File: config.mk
export PLATFORM = sky130hd
export DESIGN_NAME = linked_deque_with_erase
export DESIGN_NICKNAME = d
export VERILOG_FILES = /design/src/design/ldq_pkg.sv /design/src/design/ldq_ram.sv /design/src/design/linked_deque_with_erase.sv
export VERILOG_INCLUDE_DIRS = /design/src /design/src/design
export SDC_FILE = /design/constraint.sdc
export NUM_CORES = 1
export LEC_CHECK = 0
export ABC_AREA = 0
export BUFFER_PORTS_ARGS = -buffer_cell sky130_fd_sc_hd__buf_2
export CAP_MARGIN = 20
export CELL_PAD_IN_SITES_DETAIL_PLACEMENT = 2
export CELL_PAD_IN_SITES_GLOBAL_PLACEMENT = 2
export CORE_MARGIN = 2
export CORE_UTILIZATION = 35
export CTS_BUF_LIST = sky130_fd_sc_hd__clkbuf_8 sky130_fd_sc_hd__clkbuf_16
export CTS_CLUSTER_SIZE = 8
export DETAILED_ROUTE_END_ITERATION = 12
export PLACE_DENSITY = 0.77
export SKIP_CTS_REPAIR_TIMING = 1
export SYNTH_ARGS = -nofsm -noshare
export SYNTH_HDL_FRONTEND = slang
export SYNTH_SLANG_ARGS = --single-unit
File: constraint.sdc
create_clock -name aclk -period 4.4 [get_ports aclk]
set_input_delay 0.88 -clock aclk [delete_from_list [all_inputs] [get_ports aclk]]
set_output_delay 0.88 -clock aclk [all_outputs]
set_load 0.03 [all_outputs]
File: src/design/linked_deque_with_erase_defines.svh
// ----------------------------------------------------------------------------
// linked_deque_with_erase_defines
// assertion macros shared by the linked deque design
// ----------------------------------------------------------------------------
`ifndef LINKED_DEQUE_WITH_ERASE_DEFINES_SVH
`define LINKED_DEQUE_WITH_ERASE_DEFINES_SVH

// same-cycle implication, disabled during reset
`define LDQ_ASSERT_IMP(label, clk, rstn, ante, cons, msg) \
    label: assert property (@(posedge clk) disable iff (!(rstn)) (ante) |-> (cons)) \
        else $error(msg);

// next-cycle implication, disabled during reset
`define LDQ_ASSERT_NXT(label, clk, rstn, ante, cons, msg) \
    label: assert property (@(posedge clk) disable iff (!(rstn)) (ante) |=> (cons)) \
        else $error(msg);

`endif

File: src/design/ldq_pkg.sv
// ----------------------------------------------------------------------------
// ldq_pkg
// sizes, codes and helper types of the linked deque
// ----------------------------------------------------------------------------
package ldq_pkg;

    localparam int CAPACITY    = 16;
    localparam int VALUE_WIDTH = 32;
    localparam int SLOT_W      = (CAPACITY > 1) ? $clog2(CAPACITY) : 1;
    localparam int COUNT_W     = $clog2(CAPACITY + 1);

    localparam int OP_W        = 3;
    localparam int DATA_W      = 32;
    localparam int STATUS_W    = 2;
    localparam int CNT_OUT_W   = 5;
    localparam int S_TDATA_W   = 40;
    localparam int M_TDATA_W   = 40;
    localparam int M_PAD_W     = M_TDATA_W - DATA_W - STATUS_W - CNT_OUT_W;

    localparam logic [OP_W-1:0] OP_PUSH_BACK  = 3'd0;
    localparam logic [OP_W-1:0] OP_POP_BACK   = 3'd1;
    localparam logic [OP_W-1:0] OP_PUSH_FRONT = 3'd2;
    localparam logic [OP_W-1:0] OP_POP_FRONT  = 3'd3;
    localparam logic [OP_W-1:0] OP_ERASE      = 3'd4;

    localparam logic [STATUS_W-1:0] ST_OK        = 2'd0;
    localparam logic [STATUS_W-1:0] ST_EMPTY     = 2'd1;
    localparam logic [STATUS_W-1:0] ST_FULL      = 2'd2;
    localparam logic [STATUS_W-1:0] ST_NOT_FOUND = 2'd3;

    typedef struct packed {
        logic [SLOT_W-1:0] nxt;
        logic [SLOT_W-1:0] prv;
    } link_t;

    // lowest free slot index
    function automatic logic [SLOT_W-1:0] first_free(input logic [CAPACITY-1:0] used);
        logic [SLOT_W-1:0] slot;
        slot = '0;
        for (int i = CAPACITY - 1; i >= 0; i--) begin
            if (!used[i]) begin
                slot = SLOT_W'(i);
            end
        end
        return slot;
    endfunction

endpackage

File: src/design/ldq_ram.sv
// ----------------------------------------------------------------------------
// ldq_ram
// simple dual-port ram, one write port, one registered read port
// ----------------------------------------------------------------------------
module ldq_ram #(
    parameter int WIDTH = 8,
    parameter int DEPTH = 16
) (
    input  logic                             aclk,
    input  logic                             we,
    input  logic [$clog2(DEPTH > 1 ? DEPTH : 2)-1:0] waddr,
    input  logic [WIDTH-1:0]                 wdata,
    input  logic [$clog2(DEPTH > 1 ? DEPTH : 2)-1:0] raddr,
    output logic [WIDTH-1:0]                 rdata
);

    logic [WIDTH-1:0] mem_reg [DEPTH];
    logic [WIDTH-1:0] rdata_reg;

    always_ff @(posedge aclk) begin
        if (we) begin
            mem_reg[waddr] <= wdata;
        end
        rdata_reg <= mem_reg[raddr];
    end

    assign rdata = rdata_reg;

endmodule

File: src/design/linked_deque_with_erase.sv
// ----------------------------------------------------------------------------
// linked_deque_with_erase
// bounded deque of linked entries with push, pop and erase of first match
// ----------------------------------------------------------------------------
// One transaction is taken at a time. Values sit in one ram and the next and
// previous links in a second ram, both with a registered read port; head,
// tail, count and the slot-in-use bits are flip-flops. An erase walks the
// links at one entry per cycle on the link ram read port. The result waits in
// an output register while the next transaction is taken.
// ----------------------------------------------------------------------------
`include "linked_deque_with_erase_defines.svh"

module linked_deque_with_erase (
    input  logic                           aclk,
    input  logic                           aresetn,
    input  logic                           s_tvalid,
    output logic                           s_tready,
    input  logic [ldq_pkg::S_TDATA_W-1:0]  s_tdata,   // opcode, operand_value
    output logic                           m_tvalid,
    input  logic                           m_tready,
    output logic [ldq_pkg::M_TDATA_W-1:0]  m_tdata    // removed_value, status, entry_count
);

    typedef enum logic [2:0] {
        S_IDLE,
        S_PUSH_FIX,
        S_POP_RD,
        S_WALK,
        S_UNL_P,
        S_UNL_N,
        S_RESP
    } state_t;

    state_t state_reg, state_next;

    logic [ldq_pkg::SLOT_W-1:0]      head_reg, head_next;
    logic [ldq_pkg::SLOT_W-1:0]      tail_reg, tail_next;
    logic [ldq_pkg::COUNT_W-1:0]     count_reg, count_next;
    logic [ldq_pkg::CAPACITY-1:0]    in_use_reg, in_use_next;
    logic [ldq_pkg::SLOT_W-1:0]      slot_reg, slot_next;
    logic [ldq_pkg::SLOT_W-1:0]      fix_reg, fix_next;
    logic [ldq_pkg::SLOT_W-1:0]      p_reg, p_next;
    logic [ldq_pkg::SLOT_W-1:0]      n_reg, n_next;
    logic                            is_tail_reg, is_tail_next;
    logic                            back_reg, back_next;
    logic [ldq_pkg::VALUE_WIDTH-1:0] key_reg, key_next;
    logic [ldq_pkg::COUNT_W-1:0]     step_reg, step_next;
    logic [ldq_pkg::VALUE_WIDTH-1:0] rem_reg, rem_next;
    logic [ldq_pkg::STATUS_W-1:0]    status_reg, status_next;
    logic                            m_tvalid_reg, m_tvalid_next;
    logic [ldq_pkg::M_TDATA_W-1:0]   m_tdata_reg, m_tdata_next;

    logic                            val_we;
    logic [ldq_pkg::SLOT_W-1:0]      val_waddr;
    logic [ldq_pkg::VALUE_WIDTH-1:0] val_wdata;
    logic [ldq_pkg::VALUE_WIDTH-1:0] val_rdata;
    logic                            lnk_we;
    logic [ldq_pkg::SLOT_W-1:0]      lnk_waddr;
    ldq_pkg::link_t                  lnk_wdata;
    ldq_pkg::link_t                  lnk_rdata;
    logic [ldq_pkg::SLOT_W-1:0]      rd_addr;

    logic [ldq_pkg::OP_W-1:0]        op_in;
    logic [ldq_pkg::VALUE_WIDTH-1:0] operand_in;
    logic [ldq_pkg::SLOT_W-1:0]      free_slot;
    logic                            accept;
    logic                            unl_go;
    logic                            unl_head;
    logic                            unl_tail;

    assign op_in      = s_tdata[ldq_pkg::OP_W-1:0];
    assign operand_in = ldq_pkg::VALUE_WIDTH'(s_tdata[ldq_pkg::OP_W +: ldq_pkg::DATA_W]);
    assign free_slot  = ldq_pkg::first_free(in_use_reg);
    assign s_tready   = (state_reg == S_IDLE);
    assign accept     = s_tvalid && s_tready;
    assign unl_head   = (slot_reg == head_reg);
    assign unl_tail   = (slot_reg == tail_reg);

    ldq_ram #(
        .WIDTH (ldq_pkg::VALUE_WIDTH),
        .DEPTH (ldq_pkg::CAPACITY)
    ) u_val_ram (
        .aclk  (aclk),
        .we    (val_we),
        .waddr (val_waddr),
        .wdata (val_wdata),
        .raddr (rd_addr),
        .rdata (val_rdata)
    );

    ldq_ram #(
        .WIDTH ($bits(ldq_pkg::link_t)),
        .DEPTH (ldq_pkg::CAPACITY)
    ) u_lnk_ram (
        .aclk  (aclk),
        .we    (lnk_we),
        .waddr (lnk_waddr),
        .wdata (lnk_wdata),
        .raddr (rd_addr),
        .rdata (lnk_rdata)
    );

    always_comb begin
        state_next    = state_reg;
        head_next     = head_reg;
        tail_next     = tail_reg;
        count_next    = count_reg;
        in_use_next   = in_use_reg;
        slot_next     = slot_reg;
        fix_next      = fix_reg;
        p_next        = p_reg;
        n_next        = n_reg;
        is_tail_next  = is_tail_reg;
        back_next     = back_reg;
        key_next      = key_reg;
        step_next     = step_reg;
        rem_next      = rem_reg;
        status_next   = status_reg;
        m_tvalid_next = m_tvalid_reg && !m_tready;
        m_tdata_next  = m_tdata_reg;
        val_we        = 1'b0;
        val_waddr     = free_slot;
        val_wdata     = key_reg;
        lnk_we        = 1'b0;
        lnk_waddr     = free_slot;
        lnk_wdata     = '0;
        rd_addr       = head_reg;
        unl_go        = 1'b0;

        unique case (state_reg)
            S_IDLE: begin
                if (op_in == ldq_pkg::OP_POP_BACK || op_in == ldq_pkg::OP_PUSH_BACK) begin
                    rd_addr = tail_reg;
                end
                if (accept) begin
                    key_next    = operand_in;
                    rem_next    = '0;
                    status_next = ldq_pkg::ST_OK;
                    back_next   = (op_in == ldq_pkg::OP_PUSH_BACK);
                    state_next  = S_RESP;
                    unique case (op_in)
                        ldq_pkg::OP_PUSH_BACK, ldq_pkg::OP_PUSH_FRONT: begin
                            if (count_reg < ldq_pkg::COUNT_W'(ldq_pkg::CAPACITY)) begin
                                val_we                 = 1'b1;
                                val_wdata              = operand_in;
                                lnk_we                 = 1'b1;
                                in_use_next[free_slot] = 1'b1;
                                count_next             = count_reg + 1'b1;
                                slot_next              = free_slot;
                                if (count_reg == '0) begin
                                    head_next = free_slot;
                                    tail_next = free_slot;
                                end else if (op_in == ldq_pkg::OP_PUSH_BACK) begin
                                    lnk_wdata.prv = tail_reg;
                                    fix_next      = tail_reg;
                                    tail_next     = free_slot;
                                    state_next    = S_PUSH_FIX;
                                end else begin
                                    lnk_wdata.nxt = head_reg;
                                    fix_next      = head_reg;
                                    head_next     = free_slot;
                                    state_next    = S_PUSH_FIX;
                                end
                            end else begin
                                status_next = ldq_pkg::ST_FULL;
                            end
                        end
                        ldq_pkg::OP_POP_BACK, ldq_pkg::OP_POP_FRONT: begin
                            if (count_reg == '0) begin
                                status_next = ldq_pkg::ST_EMPTY;
                            end else begin
                                slot_next  = rd_addr;
                                state_next = S_POP_RD;
                            end
                        end
                        ldq_pkg::OP_ERASE: begin
                            if (count_reg == '0) begin
                                status_next = ldq_pkg::ST_NOT_FOUND;
                            end else begin
                                slot_next  = head_reg;
                                step_next  = '0;
                                state_next = S_WALK;
                            end
                        end
                        default: begin
                        end
                    endcase
                end
            end
            S_PUSH_FIX: begin
                lnk_we    = 1'b1;
                lnk_waddr = fix_reg;
                if (back_reg) begin
                    lnk_wdata.nxt = slot_reg;
                    lnk_wdata.prv = lnk_rdata.prv;
                end else begin
                    lnk_wdata.nxt = lnk_rdata.nxt;
                    lnk_wdata.prv = slot_reg;
                end
                state_next = S_RESP;
            end
            S_POP_RD: begin
                rem_next = val_rdata;
                unl_go   = 1'b1;
            end
            S_WALK: begin
                if (val_rdata == key_reg) begin
                    unl_go = 1'b1;
                end else if (step_reg == ldq_pkg::COUNT_W'(count_reg - 1'b1)) begin
                    status_next = ldq_pkg::ST_NOT_FOUND;
                    state_next  = S_RESP;
                end else begin
                    rd_addr   = lnk_rdata.nxt;
                    slot_next = lnk_rdata.nxt;
                    step_next = step_reg + 1'b1;
                end
            end
            S_UNL_P: begin
                lnk_we        = 1'b1;
                lnk_waddr     = p_reg;
                lnk_wdata.nxt = n_reg;
                lnk_wdata.prv = lnk_rdata.prv;
                if (!is_tail_reg) begin
                    rd_addr    = n_reg;
                    state_next = S_UNL_N;
                end else begin
                    state_next = S_RESP;
                end
            end
            S_UNL_N: begin
                lnk_we        = 1'b1;
                lnk_waddr     = n_reg;
                lnk_wdata.nxt = lnk_rdata.nxt;
                lnk_wdata.prv = p_reg;
                state_next    = S_RESP;
            end
            S_RESP: begin
                if (!m_tvalid_reg || m_tready) begin
                    m_tvalid_next = 1'b1;
                    m_tdata_next  = {{ldq_pkg::M_PAD_W{1'b0}},
                                     ldq_pkg::CNT_OUT_W'(count_reg),
                                     status_reg,
                                     ldq_pkg::DATA_W'(rem_reg)};
                    state_next    = S_IDLE;
                end
            end
            default: begin
                state_next = S_IDLE;
            end
        endcase

        // unlink slot_reg, its links are on the link ram read port
        if (unl_go) begin
            p_next                = lnk_rdata.prv;
            n_next                = lnk_rdata.nxt;
            is_tail_next          = unl_tail;
            status_next           = ldq_pkg::ST_OK;
            in_use_next[slot_reg] = 1'b0;
            count_next            = count_reg - 1'b1;
            if (unl_head) begin
                head_next = lnk_rdata.nxt;
            end
            if (unl_tail) begin
                tail_next = lnk_rdata.prv;
            end
            if (count_reg == ldq_pkg::COUNT_W'(1)) begin
                head_next = '0;
                tail_next = '0;
            end
            if (!unl_head) begin
                rd_addr    = lnk_rdata.prv;
                state_next = S_UNL_P;
            end else if (!unl_tail) begin
                rd_addr    = lnk_rdata.nxt;
                state_next = S_UNL_N;
            end else begin
                state_next = S_RESP;
            end
        end
    end

    always_ff @(posedge aclk) begin
        if (!aresetn) begin
            state_reg    <= S_IDLE;
            head_reg     <= '0;
            tail_reg     <= '0;
            count_reg    <= '0;
            in_use_reg   <= '0;
            m_tvalid_reg <= 1'b0;
        end else begin
            state_reg    <= state_next;
            head_reg     <= head_next;
            tail_reg     <= tail_next;
            count_reg    <= count_next;
            in_use_reg   <= in_use_next;
            m_tvalid_reg <= m_tvalid_next;
        end
        slot_reg    <= slot_next;
        fix_reg     <= fix_next;
        p_reg       <= p_next;
        n_reg       <= n_next;
        is_tail_reg <= is_tail_next;
        back_reg    <= back_next;
        key_reg     <= key_next;
        step_reg    <= step_next;
        rem_reg     <= rem_next;
        status_reg  <= status_next;
        m_tdata_reg <= m_tdata_next;
    end

    assign m_tvalid = m_tvalid_reg;
    assign m_tdata  = m_tdata_reg;

    `LDQ_ASSERT_IMP(a_count_matches_use, aclk, aresetn, 1'b1, $countones(in_use_reg) == count_reg, "entry count differs from slots in use")
    `LDQ_ASSERT_IMP(a_empty_ends_zero, aclk, aresetn, count_reg == '0, head_reg == '0 && tail_reg == '0, "empty list with nonzero head or tail")
    `LDQ_ASSERT_IMP(a_ends_in_use, aclk, aresetn, count_reg != '0, in_use_reg[head_reg] && in_use_reg[tail_reg], "head or tail slot not in use")
    `LDQ_ASSERT_NXT(a_accept_leaves_idle, aclk, aresetn, s_tvalid && s_tready, state_reg != S_IDLE, "accepted transaction did not start")

endmodule

## Yosys cells after proc, flatten, opt, wreduce, memory -nomap -nowiden

Memory sizes are Yosys's and may differ from the RTL's. A register that Yosys moved wholly into a read port is not among the register bits.
Index checks and enable logic that the tools add are counted.

| cells by class | value |
|---|---|
| reductions and logical operators | 30 |
| mux-type cells | 121 |
| add/sub/neg operators | 3 |
| shift operators | 0 |
| $lt $le $gt $ge | 5 |
| bitwise gates (word level) | 4 |
| eq/ne operators | 30 |
| div/mod/pow operators | 0 |
| multiply operators | 0 |

Operator list:

| operator | number |
|---|---|
| $mux 4 | 50 |
| $mux 32 | 5 |
| $mux 16 | 5 |
| $pmux 32 s2 | 1 |
| $mux 5 | 10 |
| $mux 8 | 5 |
| $pmux 4 s3 | 3 |
| $eq 32x32->1 | 1 |
| $pmux 8 s4 | 1 |
| $mux 3 | 9 |
| $ne 3x3->1 const B | 6 |
| $pmux 3 s6 | 1 |
| $and 16x16->16 | 1 |
| $mux 2 | 8 |
| $not 16->16 | 1 |
| $or 16x16->16 | 1 |
| $mux 1 | 14 |
| $eq 3x2->1 const B | 4 |
| $eq 3x3->1 const B | 4 |
| $reduce_bool 2->1 | 6 |
| $add 5x1->5 const B | 2 |
| $lt 4x5->1 const B | 2 |
| $ne 2x2->1 const B | 5 |
| $pmux 5 s2 | 1 |
| 29 further kinds | 47 |

| storage, ports and cells | value |
|---|---|
| memories | 2 |
| input port bits | 44 |
| bits in read-only memories | 0 |
| latch bits | 0 |
| RAM bits | 640 |
| output and inout port bits | 42 |
| register bits after elaboration | 161 |
| logic and storage cells | 212 |

Memories:

| memory | words | bits a word | rd ports | clocked after Yosys merged registers in | write ports | RTL line | text |
|---|---|---|---|---|---|---|---|
| u_val_ram.mem_reg | 16 | 32 | 1 | 1 | 1 | ldq_ram.sv:17 | `logic [WIDTH-1:0] mem_reg [DEPTH];` |
| u_lnk_ram.mem_reg | 16 | 8 | 1 | 1 | 1 | ldq_ram.sv:17 |  |

## Depth between registers and ports, before layout

| depth | value |
|---|---|
| depth in word-level cells | 27 |
| gate-level depth with buffers | 16 |
| depth with buffers taken out | 12 |

## Hierarchy

Synthesis repeated with hierarchy kept, for this count alone.

| unflattened totals | value |
|---|---|
| cells, all modules | 1859 |
| area, all modules | 33158.1 sq um |

Modules (own cells, without submodules):

| module | area each (sq um) | times used | seq. area each (sq um) | cells an instance |
|---|---|---|---|---|
| ldq_ram at u_val_ram | 19835.3 | 1 | 16015.4 | 838 |
| linked_deque_with_erase | 8175.3 | 1 | 4484.3 | 792 |
| ldq_ram at u_lnk_ram | 5147.4 | 1 | 4003.8 | 229 |

## Worst setup path before layout

OpenSTA, ideal clock, no wires.

| path | value |
|---|---|
| path type | flip-flop to flip-flop |
| start point | register state_reg[1] |
| end point | register m_tdata_reg (netlist bit m_tdata[0]), enable pin |
| data required time | 3908 ps |
| path buffers | 4 |
| setup slack | -486 ps |
| stages on the path, launching flop included | 6 |
| clock period less this slack | 4886 ps |
| setup time | 492 ps |
| data arrival time | 4395 ps |
| cells stage by stage | dfxtp_1 > clkbuf_1 > clkbuf_1 > clkbuf_1 > clkbuf_1 > nor3b_1 |

| on the way | value |
|---|---|
| longest elaborated chain between the ends | 2 |

Ends and longest elaborated chain:

| what | RTL line | text |
|---|---|---|
| start, declared | linked_deque_with_erase.sv:34 | `state_t state_reg, state_next;` |
| start signal, assigned | linked_deque_with_erase.sv:291 | `state_reg <= state_next;` |
| $eq 3x3->1 | linked_deque_with_erase.sv:130 | `unique case (state_reg)` |
| $reduce_and 2->1 (no source line) | -- |  |
| end signal, assigned | linked_deque_with_erase.sv:308 | `m_tdata_reg <= m_tdata_next;` |
| end, declared | linked_deque_with_erase.sv:51 | `logic [ldq_pkg::M_TDATA_W-1:0] m_tdata_reg, m_tdata_next;` |

Every way passes these cells.
A chain may end at the register's enable or synchronous reset.

## Worst setup path in the final report

| path | value |
|---|---|
| start point | register key_reg[1] (netlist bit) |
| end point | register u_lnk_ram.rdata_reg[0], in the netlist u_lnk_ram.rdata[0] (read register of u_lnk_ram.mem_reg) |

| on the way | value |
|---|---|
| longest elaborated chain between the ends | 6 |
| elaborated cells on any way between the ends | 8 |
| those cells by class | 1 x eq/ne; 7 x mux |

Ends and longest elaborated chain:

| what | RTL line | text |
|---|---|---|
| start, declared | linked_deque_with_erase.sv:46 | `logic [ldq_pkg::VALUE_WIDTH-1:0] key_reg, key_next;` |
| start signal, assigned | linked_deque_with_erase.sv:304 | `key_reg <= key_next;` |
| $eq 32x32->1 * | linked_deque_with_erase.sv:207 | `if (val_rdata == key_reg) begin` |
| $mux 4 | linked_deque_with_erase.sv:207 |  |
| $pmux 4 s3 | linked_deque_with_erase.sv:130 |  |
| $mux 4 | linked_deque_with_erase.sv:273 | `end else if (!unl_tail) begin` |
| $mux 4 | linked_deque_with_erase.sv:270 | `if (!unl_head) begin` |
| $mux 4 * | linked_deque_with_erase.sv:253 | `if (unl_go) begin` |
| end, declared | ldq_ram.sv:18 | `logic [WIDTH-1:0] rdata_reg;` |

Mark *: on every way between the ends. The rest lies on a longest branch, timed or not.

==> metrics.yaml <==
timing:
  finalCritPeriodShare_pct: 96.7
  min_period_ns: 4.25
  worst_hold_slack_ns: 0.370
  report.final.slew_viol_count: 0
  rsz0062_at_grt: "no"
  fmax_mhz: 235
  worst_slew_pin_slew_ns: 0.982
  hold_viol_final: 0
  skew_ns: 0.0507
  final-setup-viol-count: 0
  slew-limit-headroom_pct: 34.5
grt:
  grt_pass1_vias: 28600
  grt_overflow: 0
  grt_pass1_wl_um: 195000
  grt_start_max_net_pins: 77
  grt_use_total_pct: 25.5
  antenna_found_initial: 4
worst_setup_path:
  worstReg2RegStart: "key_reg[1]$_DFFE_PP_"
  crit_top_cell: "buf_4"
  required_ns: 4.93
  cp_max_fo: 18
  crit_path_end: "u_lnk_ram.rdata[0]$_DFF_P_"
  path_cells: "xor2_1 > nor4_2 > nand4_4 > nor2_2 > a21boi_2 > inv_2 > buf_4 > buf_4 > a32oi_1 > buf_4 > nand2b_2 > buf_12 > a41oi_1 > a22o_1 > a311o_1"
  startpoint_type: "flop"
  timing.reg2reg.setup_slack_ns: 0.15
  startpoint: "key_reg[1]$_DFFE_PP_"
  ff2ff_path_depth: 15
  end_kind: "flop"
  arrival_ns: 4.79
  r2r-end: "u_lnk_ram.rdata[0]$_DFF_P_"
  cpPeakStageDelay_ns: 0.56
  cp_slowest_cell: "nor4_2"
  crit_type: "flop to flop"
detailed_routing:
  drc_errors: 0
  drtPass1Iterations: 5
  wire_per_inst_um: 30.5
  wl_met3_um: 7860
  top_layer_used: "met5"
  drt_iter0_markers: 2294
  avgViaCountPerCell: 5.93
  vias: 25800
  met2_length_um: 66000
  wl_met1_um: 53200
  route.antenna.remaining_nets: 0
  wirelength_um: 132000
yosys:
  syn-instance-count: 2848
  avgSynthCellArea_um2: 12.4
  ys_types: 81
  seq_area_frac_synth_pct: 69.5
  synthArstFlopShare_pct: 0
  ys_seq_elements: 841
  synth_nets: 2896
  ys_dominant_reg_cell: "edfxtp_1"
  synth.cell_area_um2: 35300
  yosysWarnings: 0
  synth_edf_count: 766
die:
  core_area_um2: 100000
  row_count: 116
  start_util_pct: 35.3
  fp.dieArea_um2: 103000
  fp.dieH_um: 321
  die_x_um: 321
  pin_count: 86
cells_and_area:
  drive_gt1_share_pct: 15.2
  diodes: 0
  final_cell_mix: "nand2_1 (800), edfxtp_1 (766), nand3_1 (174)"
  final_common_cell: "nand2_1"
  area_growth_pct: 17.2
  largest_reg_flops: 512
  fin_util_pct: 41.3
  nets: 3018
  stdcell_area_um2: 41300
power:
  pwr_density_cell_nw_per_um2: 812
  leakagePower_nw: 14.5
  peakVddDrop_mv: 0.722
  total_power_mw: 33.5
worst_hold_path:
  hold_class: "input port to flop"
  hp-start: "s_tdata[28]"
  whs_path_depth: 1
run_status:
  status: "complete, no violations"
clocking:
  clockBufferDepth: 3
  cts_tree: "yes"
  insertion_delay_ns: 0.71
  cts.sinks: 841
  cts_max_level: 3
  cts_root_buf: "clkbuf_16"
  cts_inserted_buffers: 115
  clkTransAtPathRegs_ns: 0.05
place:
  portBuffers: 79
  hpwl_um: 78300
  place_congestion: 0.860
  placed_area_um2: 38100
run:
  drv_cap: 0
## worst min path at each step
stage                                  to  slack [ns]
floorplan            m_tdata[0]$_DFFE_PP_        0.40
global placement    m_tdata[25]$_DFFE_PP_        0.40
detailed placement   m_tdata[0]$_DFFE_PP_        0.41
CTS                  key_reg[9]$_DFFE_PP_        0.34
global route         key_reg[9]$_DFFE_PP_        0.37
finish              key_reg[25]$_DFFE_PP_        0.37
## kinds of logic after synthesis
kind of cell,Yosys count,synth area share (%)
flops,841,69.5
fa+ha+maj,4,0.142
xor+xnor,54,1.34
mux,13,0.397
simple gates,1241,15.4
buf+inv,210,2.58
other cells,1,0.0106
compound gates,484,10.6
## per-layer routing
layer  global-route usage (%)  up-vias
li1                         -    10800
met1                     31.8    13600
met2                     44.2     1016
met3                     3.82      324
met4                     10.5        6
met5                        0        -
## per-stage QoR
step / setup TNS (ns) / setup WS (ns) / instances
after global routing: 0 / 0.0694 / 4345
after CTS: 0 / 0.0345 / 4345
after floorplan: -29.51 / -0.239 / 2848
after global placement: 0 / 0.275 / 4151
after detailed placement: 0 / 0.0925 / 4151
final: 0 / 0.146 / 4345
## report_power, final
part | internal (mW) | switching [mW]
sequential | 10.4 | 0.635
clock | 4.65 | 3.51
combinational | 4.50 | 9.88
total | 19.5 | 14.0
## synth_stat cells, types with 42 or more instances
cell type	instances	share of area, %
nand2_1	802	8.5
edfxtp_1	766	65
nand3_1	175	2.5
a21oi_1	116	1.6
nor2_1	102	1.1
clkbuf_1	92	0.98
buf_2	76	1.1
dfxtp_1	75	4.3
a31oi_1	45	0.80
nand4_1	45	0.80
a31o_2	42	1.0
## layout make-up
cell class / instances / area (um2)
Clock inverter: 79 / 375
Inverter: 17 / 63.8
Sequential cell: 841 / 24500
Multi-Input combinational cell: 1797 / 10100
Tap cell: 1298 / 1620
Fill cell: 9864 / 58700
Clock buffer: 115 / 2880
Timing Repair Buffer: 198 / 1790
## worst max-delay path: cells and delay by family, from the launching register on
kind	cells	cell delay (ns)
AOI/OAI and AO/OA	5	1.11
xor gates and xnor gates	1	0.23
buffers and inverters	5	0.96
DFF	1	0.45
and+or+nand+nor	4	1.33
(Power assumes the default switching activity.)
